===== src/sv/tsde_pkg.sv =====
`default_nettype none
package tsde_pkg;

  localparam int COORD_WIDTH_DEF = 32;
  localparam int MUL_CHUNK = 32;
  localparam int QUEUE_DEPTH = 4;
  localparam int ENERGY_W = 64;
  localparam int QUOT_MIN_W = ENERGY_W + 2;

  localparam logic [ENERGY_W-1:0] ENERGY_MAX = 64'h7FFF_FFFF_FFFF_FFFF;
  localparam logic [ENERGY_W-1:0] ENERGY_MIN = 64'h8000_0000_0000_0000;

  typedef struct packed {
    logic inv;
    logic neg;
  } tsde_flags_t;

  // pipeline stages of tsde_mul: magnitude stage, one stage per partial product, sign stage
  function automatic int mul_lat(input int wa, input int wb);
    return ((wa + MUL_CHUNK - 1) / MUL_CHUNK) * ((wb + MUL_CHUNK - 1) / MUL_CHUNK) + 2;
  endfunction

  // quotient bits kept; anything larger is certain to saturate
  function automatic int quot_w(input int dw);
    return (2 * dw + 1 > QUOT_MIN_W) ? 2 * dw + 1 : QUOT_MIN_W;
  endfunction

endpackage
`default_nettype wire


===== src/sv/tsde_fifo.sv =====
`default_nettype none
module tsde_fifo #(
  parameter int WIDTH = 8,
  parameter int DEPTH = tsde_pkg::QUEUE_DEPTH
) (
  input  logic             clk,
  input  logic             rst,
  input  logic             push,
  input  logic [WIDTH-1:0] push_data,
  input  logic             pop,
  output logic [WIDTH-1:0] pop_data,
  output logic             empty,
  output logic             full
);
  localparam int AW = (DEPTH > 1) ? $clog2(DEPTH) : 1;
  localparam int CW = $clog2(DEPTH + 1);

  logic [WIDTH-1:0] slot [DEPTH];
  logic [AW-1:0]    wr_ptr;
  logic [AW-1:0]    rd_ptr;
  logic [AW-1:0]    rd_next;
  logic [CW-1:0]    count;

  assign rd_next = !pop ? rd_ptr : (rd_ptr == AW'(DEPTH - 1)) ? '0 : rd_ptr + 1'b1;

  // head item held in a register; an item written into an empty queue goes straight to it
  always_ff @(posedge clk) begin
    if (push) slot[wr_ptr] <= push_data;
    if (push && (wr_ptr == rd_next)) begin
      pop_data <= push_data;
    end else begin
      pop_data <= slot[rd_next];
    end
  end

  always_ff @(posedge clk) begin
    if (rst) begin
      wr_ptr <= '0;
      rd_ptr <= '0;
      count  <= '0;
    end else begin
      if (push) wr_ptr <= (wr_ptr == AW'(DEPTH - 1)) ? '0 : wr_ptr + 1'b1;
      rd_ptr <= rd_next;
      case ({push, pop})
        2'b10:   count <= count + 1'b1;
        2'b01:   count <= count - 1'b1;
        default: count <= count;
      endcase
    end
  end

  assign empty    = count == '0;
  assign full     = count == CW'(DEPTH);
endmodule
`default_nettype wire


===== config.mk =====
export PLATFORM = sky130hd
export DESIGN_NAME = tsde_fifo
export DESIGN_NICKNAME = d
export VERILOG_FILES = /design/src/sv/tsde_pkg.sv /design/src/sv/tsde_fifo.sv
export SDC_FILE = /design/constraint.sdc
export NUM_CORES = 1
export LEC_CHECK = 0
export BUFFER_PORTS_ARGS = -buffer_cell sky130_fd_sc_hd__buf_2
export CAP_MARGIN = 0
export CORE_MARGIN = 3
export CORE_UTILIZATION = 50
export DETAILED_ROUTE_END_ITERATION = 10
export GPL_TIMING_DRIVEN = 0
export PLACE_DENSITY = 0.72
export REMOVE_ABC_BUFFERS = 1
export SLEW_MARGIN = 15
export SYNTH_ARGS = -nofsm -noshare
export SYNTH_HDL_FRONTEND = slang
export SYNTH_SLANG_ARGS = --single-unit

===== constraint.sdc =====
create_clock -name clk -period 1.45 [get_ports clk]
set_input_delay 0.0725 -clock clk [delete_from_list [all_inputs] [get_ports clk]]
set_output_delay 0.0725 -clock clk [all_outputs]
set_load 0.02 [all_outputs]

== Word-level counts from Yosys, hierarchy flattened ==
Memory sizes are Yosys's and may differ from the RTL's. A register that Yosys moved wholly into a read port is not among the register bits.
Cells that the tools add are included.

* Latch bits: 0
* Memory bits (writable): 32
* Register bits: 7
* Output and inout port bits: 10
* Input port bits: 12
* Memories: 1
* Memory bits (read-only): 0

* $add $sub $neg: 4
* Shift operators: 0
* $lt $le $gt $ge: 0
* Reduce and logical (&&, ||, !) cells: 2
* Bitwise logic cells: 0
* $mul: 0
* Equality and inequality tests: 5
* Muxes and demuxes: 6
* Divide/modulo/power cells: 0

{| class="wikitable"
|+ Memories
! name !! words !! bits a word !! read ports !! clocked after Yosys merged registers in !! wr ports !! line !! source
|-
| slot || 4 || 8 || 1 || 1 || 1 || tsde_fifo.sv:18 || <nowiki>logic [WIDTH-1:0] slot [DEPTH];</nowiki>
|}

{| class="wikitable"
|+ Operator list
! kind !! count
|-
| == test 2 bit, second input constant || 3
|-
| two-way mux 2 bit || 3
|-
| one-hot mux 3 bit (2 select lines) || 1
|-
| adder 2 x 1 -> 2 bit, second input constant || 2
|-
| adder 3 x 1 -> 3 bit, second input constant || 1
|-
| == test 3 bit, second input constant || 1
|-
| zero test 3 bit || 1
|-
| subtractor 3 x 1 -> 3 bit, second input constant || 1
|-
| == test 2 x 1 -> 1 bit, second input constant || 1
|-
| two-way mux 1 bit || 2
|-
| nonzero test 2 bit || 1
|}

== Depth between registers and ports, before layout ==
Gate-level depths: netlist (run 1).

* Depth after elaboration: 3
* Mapped depth: 7
* Gate-level depth less buffers: 7

== Worst setup path after synthesis (run 1) ==
No wires, ideal clock.

* Path type: reg2reg
* Start: reg count[0]
* End: reg count[2]
* Path slack: -0.010 ns
* Period minus slack after synthesis: 1.460 ns
* Data required time: 1.380 ns
* Arrival time: 1.391 ns
* Setup time: 0.070 ns
* Stages on the path, launching flop included: 6
* Cells stage by stage: dfxtp_1 -> inv_1 -> fa_1 -> xor2_1 -> or3_1 -> a21oi_1

* Word-level cells in the longest chain between the ends: 2
* Elaborated cells between the ends (all ways): 3
* Those cells by class: add/sub: 2; mux: 1

{| class="wikitable"
|+ Ends and longest elaborated chain
! what !! line !! source
|-
| start, declared || tsde_fifo.sv:22 || <nowiki>logic [CW-1:0] count;</nowiki>
|-
| start signal, assigned || tsde_fifo.sv:45 || <nowiki>2'b10: count <= count + 1'b1;</nowiki>
|-
| start signal, assigned || tsde_fifo.sv:46 || <nowiki>2'b01: count <= count - 1'b1;</nowiki>
|-
| start signal, assigned || tsde_fifo.sv:47 || <nowiki>default: count <= count;</nowiki>
|-
| subtractor 3 x 1 -> 3 bit or adder 3 x 1 -> 3 bit (tied branches) || tsde_fifo.sv:46, tsde_fifo.sv:45 ||
|-
| one-hot mux 3 bit (2 select lines) * || tsde_fifo.sv:44 || <nowiki>case ({push, pop})</nowiki>
|}

Mark *: on every way between the ends. The rest lies on a longest branch, timed or not.
A chain may end at the register's enable or synchronous reset.

==> results of run 1 <==
[cell usage after synthesis]
library cell  instances  area (sq um)
xor2_1                3          26.3
or3_1                 1          6.26
fa_1                  1          20.0
nand2_1               1          3.75
edfxtp_1             32           961
mux4_2                8           180
clkbuf_2              1          5.00
nor2b_1               2          12.5
xnor2_1               1          8.76
inv_1                 6          22.5
nor2_1                5          18.8
dfxtp_1               9           180
ha_1                  5          62.6
buf_6                 1          11.3
and2_1                4          25.0
and3_1                1          6.26
mux2i_1               1          10.0
o21ai_0               1          5.00
a21oi_1               3          15.0
nor3_1                1          5.00
nor3b_1               1          7.51
[power by group through the flow]
| stage | Clock [mW] | Combinational (mW) | Sequential, mW |
|---|---|---|---|
| after detailed placement | 0 | 0.337 | 1.42 |
| after CTS | 0.715 | 0.428 | 1.39 |
| after floorplan | 0 | 0.236 | 1.40 |
| after global routing | 0.785 | 0.462 | 1.40 |
| final | 0.703 | 0.424 | 1.39 |
| after global placement | 0 | 0.329 | 1.42 |
[flip-flops by register name, indices dropped and copies added, names as in the netlist, named ones only]
signal and count:
wr_ptr 2, rd_ptr 2, count 3, slot 32
[metal layers]
layer	track usage, %	wire [microns]
met2	23.8	1290
met1	18.4	1060
met3	5.40	80
met5	0	0
met4	9.09	29
[worst paths after layout]
check | start | to | slack (ns)
worst max-delay path | register | pop_data[6] | -0.13
worst min-delay path | pop | register | 0.04
worst max register to register | count[0] | count[2] | 0.01
worst min register to register | rd_ptr[1] | register | 0.48
[through the flow]
stage	power (mW)	setup WS (ns)	hold WS, ns	utilization, %	instances
5_1_grt	2.65	-0.223	0.0231	68.2	168
4_1_cts	2.54	-0.138	0.0264	68.1	168
3_3_place_gp	1.75	-0.105	0.284	59.8	149
3_5_place_dp	1.76	-0.137	0.291	59.8	149
6_report	2.52	-0.125	0.0366	68.2	168
2_1_floorplan	1.64	-0.0104	0.142	-	86
[critical path, stage by stage, from the launching register on]
cell	delay, ns
dfxtp_4	0.47
mux4_2	0.54
buf_6	0.15
[what timing repair did]
item,4_1_cts,5_1_grt
buffers inserted,1,0
resized for setup,21,1
gates cloned,0,0
hold buffers,10,0
pin swaps,1,0
endpoints found under the setup margin,9,16
endpoints found under the hold margin,40,0
[layout by cell type, fill, tap and decap left out, drive strengths merged, types with 2 or more instances in the layout]
master       netlist  routed
mux4               8       8
and2               4       4
xor2               3       3
a21oi              3       3
dfxtp              9       9
dlygate4sd3        0      10
inv                6       6
nor2               5       5
nor2b              2       2
buf                1      22
clkbuf             1       6
edfxtp            32      32
ha                 5       5
[logic make-up after synthesis]
kind of cell | count (synthesis) | synth area share, %
xor+xnor | 4 | 2.20
flops | 41 | 71.6
fa+ha+maj | 6 | 5.18
compound gates | 4 | 1.26
buf+inv | 8 | 2.43
simple gates | 16 | 5.34
mux | 9 | 11.9
[final cells by class]
class	instances	share of cell area, %
sequential	41	58.0
clock buffer	6	2.09
multi-input combinational	39	21.1
clock inverter	2	1.71
tap	42	2.66
inverter	6	1.14
timing repair buffer	32	13.3
==> impl_metrics.toml, run 1 <==
[run_status]
status = "complete, but fails checks"
failed_checks = "negative setup slack"

[synthesis]
syn-mean-instance-area_sq_um = 18.1
syn_inst = 88
synthesis.area_sq_mm = 0.00159
ys_seq_area_share_pct = 71.6
ys.warnings.count = 0
synth_cell_type_count = 21
synth_seq_cells = 41

[route]
drt-initial-drc-count = 18
drt_pass1_iterations = 4
vias = 827
route.detailed.drc = 0
drt_wl_total_microns = 2460
antenna_left = 0
wl_per_cell_microns = 14.7
via_per_inst = 4.92

[placement]
detailed_place_hpwl_microns = 1610
port_buffers = 21
gp_congestion = 0.616
dpl_cell_area_sq_mm = 0.00173

[critical_path]
cp-start-kind = "register"
cp.arrival_ns = 1.50
cp-end-kind = "output port"
crit_required_ns = 1.38
worstSetupPathType = "reg -> out"
cp_max_fo = 8
worst-r2r-cell-count = 5

[global_route]
antenna_found_initial = 0
grt_pass1_wl_microns = 4350
grt_pass1_vias = 889
overflow = 0
grtUsageTotal_pct = 15.3
grt_max_degree = 13

[power_and_ir_drop]
seqPwrFrac_pct = 55.3
p_int_mw = 1.92
p_clk_share_pct = 27.9
p_leak_nw = 0.729
power_frac_comb_pct = 16.8
vdd_ir_drop_max_mv = 1.11
switching_power_mw = 0.594
sw_frac_of_total_pct = 23.6
power_density_mw_per_mm2 = 1270

[sta]
worst_slew_pin_slew_ns = 0.411
post-route-min-period_ns = 1.58
rsz0062_at_grt = "true"
final_hold_viol_count = 0
fin_skew_ns = 0.0184
timing.final.ws_setup_ns = -0.125
timing.final.crit_share_pct = 109
fmax_ghz = 0.635
setup_violations = 8
drv_slew = 0
relSlewSlack_pct = 72.6
setup-tns-final_ns = -0.930

[die]
die_x_microns = 62.4
core_sq_mm = 0.00290
initial_core_util_pct = 54.9
die_h_microns = 62.4
dieArea_sq_mm = 0.00390
pin_count = 22
rows = 19

[flow_run]
max_cap_violations = 0

[clock_network]
clk_path_buf_depth = 2
clk_latency_ns = 0.34
cts_tree = "yes"
clk_pin_slew_ns = 0.12
htreeDepth = 2
cts_buffers = 5
clock_sinks = 41
root_buffer = "clkbuf_4"

[layout]
seq_area_sq_mm = 0.00115
drive_gt1_share_pct = 32.5
n_fill_cell = 203
design_area_sq_mm = 0.00198
layout.nets = 143
multiInputGateArea_sq_um = 417
antenna_cells = 0
synthToLayoutAreaGrowth_pct = 24.1

[hold_path]
hp-class = "in -> reg"
hold-path-cell-count = 3
(Power assumes the default switching activity.)
==> run 2: changes to the inputs <==
ABC_CLOCK_PERIOD_IN_PS = 1450   (was unset)
MAX_ROUTING_LAYER = met4   (was unset)
==> impl_metrics.toml, run 2 (synthesized netlist as in run 1, its figures left out) <==
[layout]
layout_commonest_cell = "edfxtp_1"
drive_gt1_share_pct = 32.5
largest_register = "slot"
reg.largest.list = "slot: 32 flops, count: 3 flops"
synthToLayoutAreaGrowth_pct = 24.1
design_area_sq_mm = 0.00198
final_util_pct = 68.2
final_cell_mix = "edfxtp_1 (32), buf_2 (13), dlygate4sd3_1 (10)"
largest_reg_flops = 32
layout.nets = 143
antenna_cells = 0

[power_and_ir_drop]
power_density_mw_per_mm2 = 1280
p_leak_nw = 0.729
vdd_ir_drop_max_mv = 1.11

[global_route]
grt_pass1_vias = 888
grt_max_degree = 13
grtUsageTotal_pct = 15.6
antenna_found_initial = 0
grt_pass1_wl_microns = 4330
overflow = 0

[critical_path]
cp-start-kind = "register"
worstSetupPathType = "reg -> out"
cp-end-kind = "output port"
reg2reg_from = "count[0]"
cp.arrival_ns = 1.51
worst-r2r-cell-count = 5
crit_required_ns = 1.38
cp_max_fo = 8

[sta]
setup-tns-final_ns = -0.961
final_hold_viol_count = 0
drv_slew = 0
setup_violations = 8
relSlewSlack_pct = 72.1
fin_skew_ns = 0.0184
worst_slew_pin_slew_ns = 0.419
timing.final.crit_share_pct = 109
rsz0062_at_grt = "true"
timing.final.ws_setup_ns = -0.129
fmax_ghz = 0.633
whs_ns = 0.0343
post-route-min-period_ns = 1.58

[clock_network]
clk_path_buf_depth = 2
htreeDepth = 2
clock_sinks = 41
root_buffer = "clkbuf_4"
clk_pin_slew_ns = 0.12
cts_tree = "yes"
cts_buffers = 5
clk_latency_ns = 0.34

[die]
core_sq_mm = 0.00290
die_h_microns = 62.4
initial_core_util_pct = 54.9
pin_count = 22
rows = 19
die_x_microns = 62.4
dieArea_sq_mm = 0.00390

[route]
drt_pass1_iterations = 4
antenna_left = 0
via_per_inst = 4.94
route.detailed.drc = 0
wl_per_cell_microns = 14.7
vias = 830
drt_wl_total_microns = 2470
drt-initial-drc-count = 17

[run_status]
status = "complete, but fails checks"
failed_checks = "negative setup slack"

[hold_path]
hold_start = "pop"
hold-path-cell-count = 3
hp-class = "in -> reg"

[placement]
gp_congestion = 0.620
port_buffers = 21
detailed_place_hpwl_microns = 1610
dpl_cell_area_sq_mm = 0.00173

[flow_run]
max_cap_violations = 0
-- run 2: cell counts in the layout (fill, tap and decap cells not counted) --
Identical to the previous run, type by type.
-- run 2: power by group --
part | switching (mW) | internal [mW]
combinational | 0.195 | 0.229
sequential | 0.0557 | 1.34
clock | 0.347 | 0.359
-- run 2: final timing paths --
kind                               endpoint  slack [ns]
worst max-delay path            pop_data[6]       -0.13
worst min-delay path               register        0.03
worst max register to register     count[2]        0.01
worst min register to register     register        0.48
-- run 2: worst max-delay path, stage by stage, from the launching register on --
cell	delay (ns)
dfxtp_4	0.47
mux4_2	0.54
buf_6	0.15
-- run 2: layout make-up --
| cell class | instances | area (sq um) |
|---|---|---|
| flip-flops and latches | 41 | 1150 |
| inverters | 6 | 22.5 |
| clock inverters | 2 | 33.8 |
| well taps | 42 | 52.6 |
| multi-input cells | 39 | 417 |
| repair buffers | 32 | 263 |
| clock buffers | 6 | 41.3 |
| fillers | 203 | 923 |
-- run 2: timing repair --
item | CTS | global route
setup endpoints to repair | 9 | 16
pin swaps | 1 | 0
hold endpoints to repair | 40 | 0
buffers inserted | 1 | 0
hold buffers | 10 | 0
gates resized for setup | 21 | 1
-- run 2: stage by stage --
stage	power (mW)	setup slack (ns)	std cells
after global routing	2.65	-0.217	168
after global placement	1.75	-0.105	149
after floorplan	1.64	-0.0104	86
after detailed placement	1.76	-0.137	149
final	2.52	-0.129	168
after CTS	2.54	-0.138	168
-- run 2: metal layers --
metal / GRT usage (%) / vias up / wire (microns)
met5: - / - / 0
met4: 9.92 / 0 / 51
met3: 4.32 / 4 / 84
met2: 23.8 / 19 / 1250
met1: 18.4 / 408 / 1080
li1: - / 399 / -
==> run 3: changes to the inputs <==
ABC_CLOCK_PERIOD_IN_PS = 1400   (was 1450)
clock period = 1.4 ns   (was 1.45 ns; I/O delays follow)
==> impl_metrics.toml, run 3 (synthesized netlist as in run 1, its figures left out) <==
[route]
wl_per_cell_microns = 14.7
vias = 837
antenna_left = 0
drt_pass1_iterations = 4
drt-initial-drc-count = 21
drt_wl_total_microns = 2490
via_per_inst = 4.95
route.detailed.drc = 0

[hold_path]
hp-class = "in -> reg"

[global_route]
busiest_layer = "met2"
met1_usage_pct = 18.5
use_met2_pct = 24.6
grtUsageMet3_pct = 4.32
grt_pass1_wl_microns = 4420
grtUsageTotal_pct = 15.9
overflow = 0
grt_pass1_vias = 900
antenna_found_initial = 0
grt_max_degree = 13

[clock_network]
clock_sinks = 41
root_buffer = "clkbuf_4"
clk_latency_ns = 0.34
cts_buffers = 5
clk_pin_slew_ns = 0.12
cts_tree = "yes"
htreeDepth = 2
clk_path_buf_depth = 2

[critical_path]
cp-end-kind = "output port"
worstSetupPathType = "reg -> out"
cp.arrival_ns = 1.50
cp-start-kind = "register"
cp_max_fo = 8
crit_required_ns = 1.33

[sta]
final_hold_viol_count = 0
rsz0062_at_grt = "true"
timing.final.ws_setup_ns = -0.173
post-route-min-period_ns = 1.57
relSlewSlack_pct = 72.8
worst_slew_pin_slew_ns = 0.408
setup-tns-final_ns = -1.32
setup_violations = 8
timing.final.crit_share_pct = 112
fin_skew_ns = 0.0181
drv_slew = 0
fmax_ghz = 0.636

[run_status]
status = "complete, but fails checks"
failed_checks = "negative setup slack"

[layout]
final_util_pct = 68.5
synthToLayoutAreaGrowth_pct = 24.7
layout.nets = 144
antenna_cells = 0
largest_reg_flops = 32
layout_commonest_cell = "edfxtp_1"
final_cell_mix = "edfxtp_1 (32), buf_2 (13), dlygate4sd3_1 (10)"
largest_register = "slot"
n_fill_cell = 202
drive_gt1_share_pct = 34.6
reg.largest.list = "slot: 32 flops, count: 3 flops"

[power_and_ir_drop]
vdd_ir_drop_max_mv = 1.15
p_leak_nw = 0.735
power_density_mw_per_mm2 = 1320
power_mw = 2.62

[flow_run]
max_cap_violations = 0

[placement]
port_buffers = 21
detailed_place_hpwl_microns = 1610
gp_congestion = 0.620

[die]
core_sq_mm = 0.00290
pin_count = 22
dieArea_sq_mm = 0.00390
die_h_microns = 62.4
rows = 19
die_x_microns = 62.4
initial_core_util_pct = 54.9
run 3: cell types whose count changed in the layout (fill, tap and decap cells not counted):
| cell | previous run | this run |
|---|---|---|
| and2_2 | 1 | 2 |
| inv_1 | 6 | 5 |
| buf_4 | 1 | 2 |
| inv_2 | 0 | 1 |
| and2_1 | 3 | 2 |
run 3: critical path, stage by stage, from the launching register on:
cell     delay [ns]
dfxtp_4        0.47
mux4_2         0.54
buf_6          0.15
run 3: path summary, 6_finish.rpt:
path         startpoint          end  slack (ns)  depth (start not counted)
max            register  pop_data[6]       -0.17                          2
min                 pop     register        0.03                          3
max reg2reg    count[1]     count[2]        0.01                          5
min reg2reg   rd_ptr[1]     register        0.48                          1
run 3: metal layers:
layer / part of all wire [%] / up-vias
met3: 3.5 / 6
met2: 51 / 18
met5: 0 / -
met4: 2.5 / 0
met1: 42 / 412
li1: - / 401
run 3: through the flow:
step	area (sq um)	instances	hold slack (ns)	setup WS [ns]
2_1_floorplan	1580	86	0.139	-0.0604
3_3_place_gp	1730	149	0.281	-0.152
3_5_place_dp	1730	149	0.288	-0.185
4_1_cts	1980	169	0.0239	-0.186
5_1_grt	1990	169	0.0267	-0.264
6_report	1990	169	0.0307	-0.173
run 3: cell type report:
type,instances,area (sq um),area share [%]
Clock inverter,2,33.8,1.70
Timing Repair Buffer,33,270,13.6
Inverter,6,22.5,1.13
Multi-Input combinational cell,39,418,21.0
Clock buffer,6,41.3,2.08
Sequential cell,41,1150,57.8
Tap cell,42,52.6,2.65
run 3: power breakdown:
| part | switching [mW] | leakage (nW) | internal [mW] |
|---|---|---|---|
| clock | 0.360 | 0.0399 | 0.372 |
| sequential | 0.0566 | 0.369 | 1.38 |
| combinational | 0.205 | 0.326 | 0.243 |
run 3: timing repair:
action / 4_1_cts / 5_1_grt
endpoints found under the setup margin: 9 / 18
setup buffers: 2 / 0
resized for setup: 22 / 2
hold buffers: 10 / 0
pin swaps: 2 / 0
hold endpoints to repair: 40 / 0
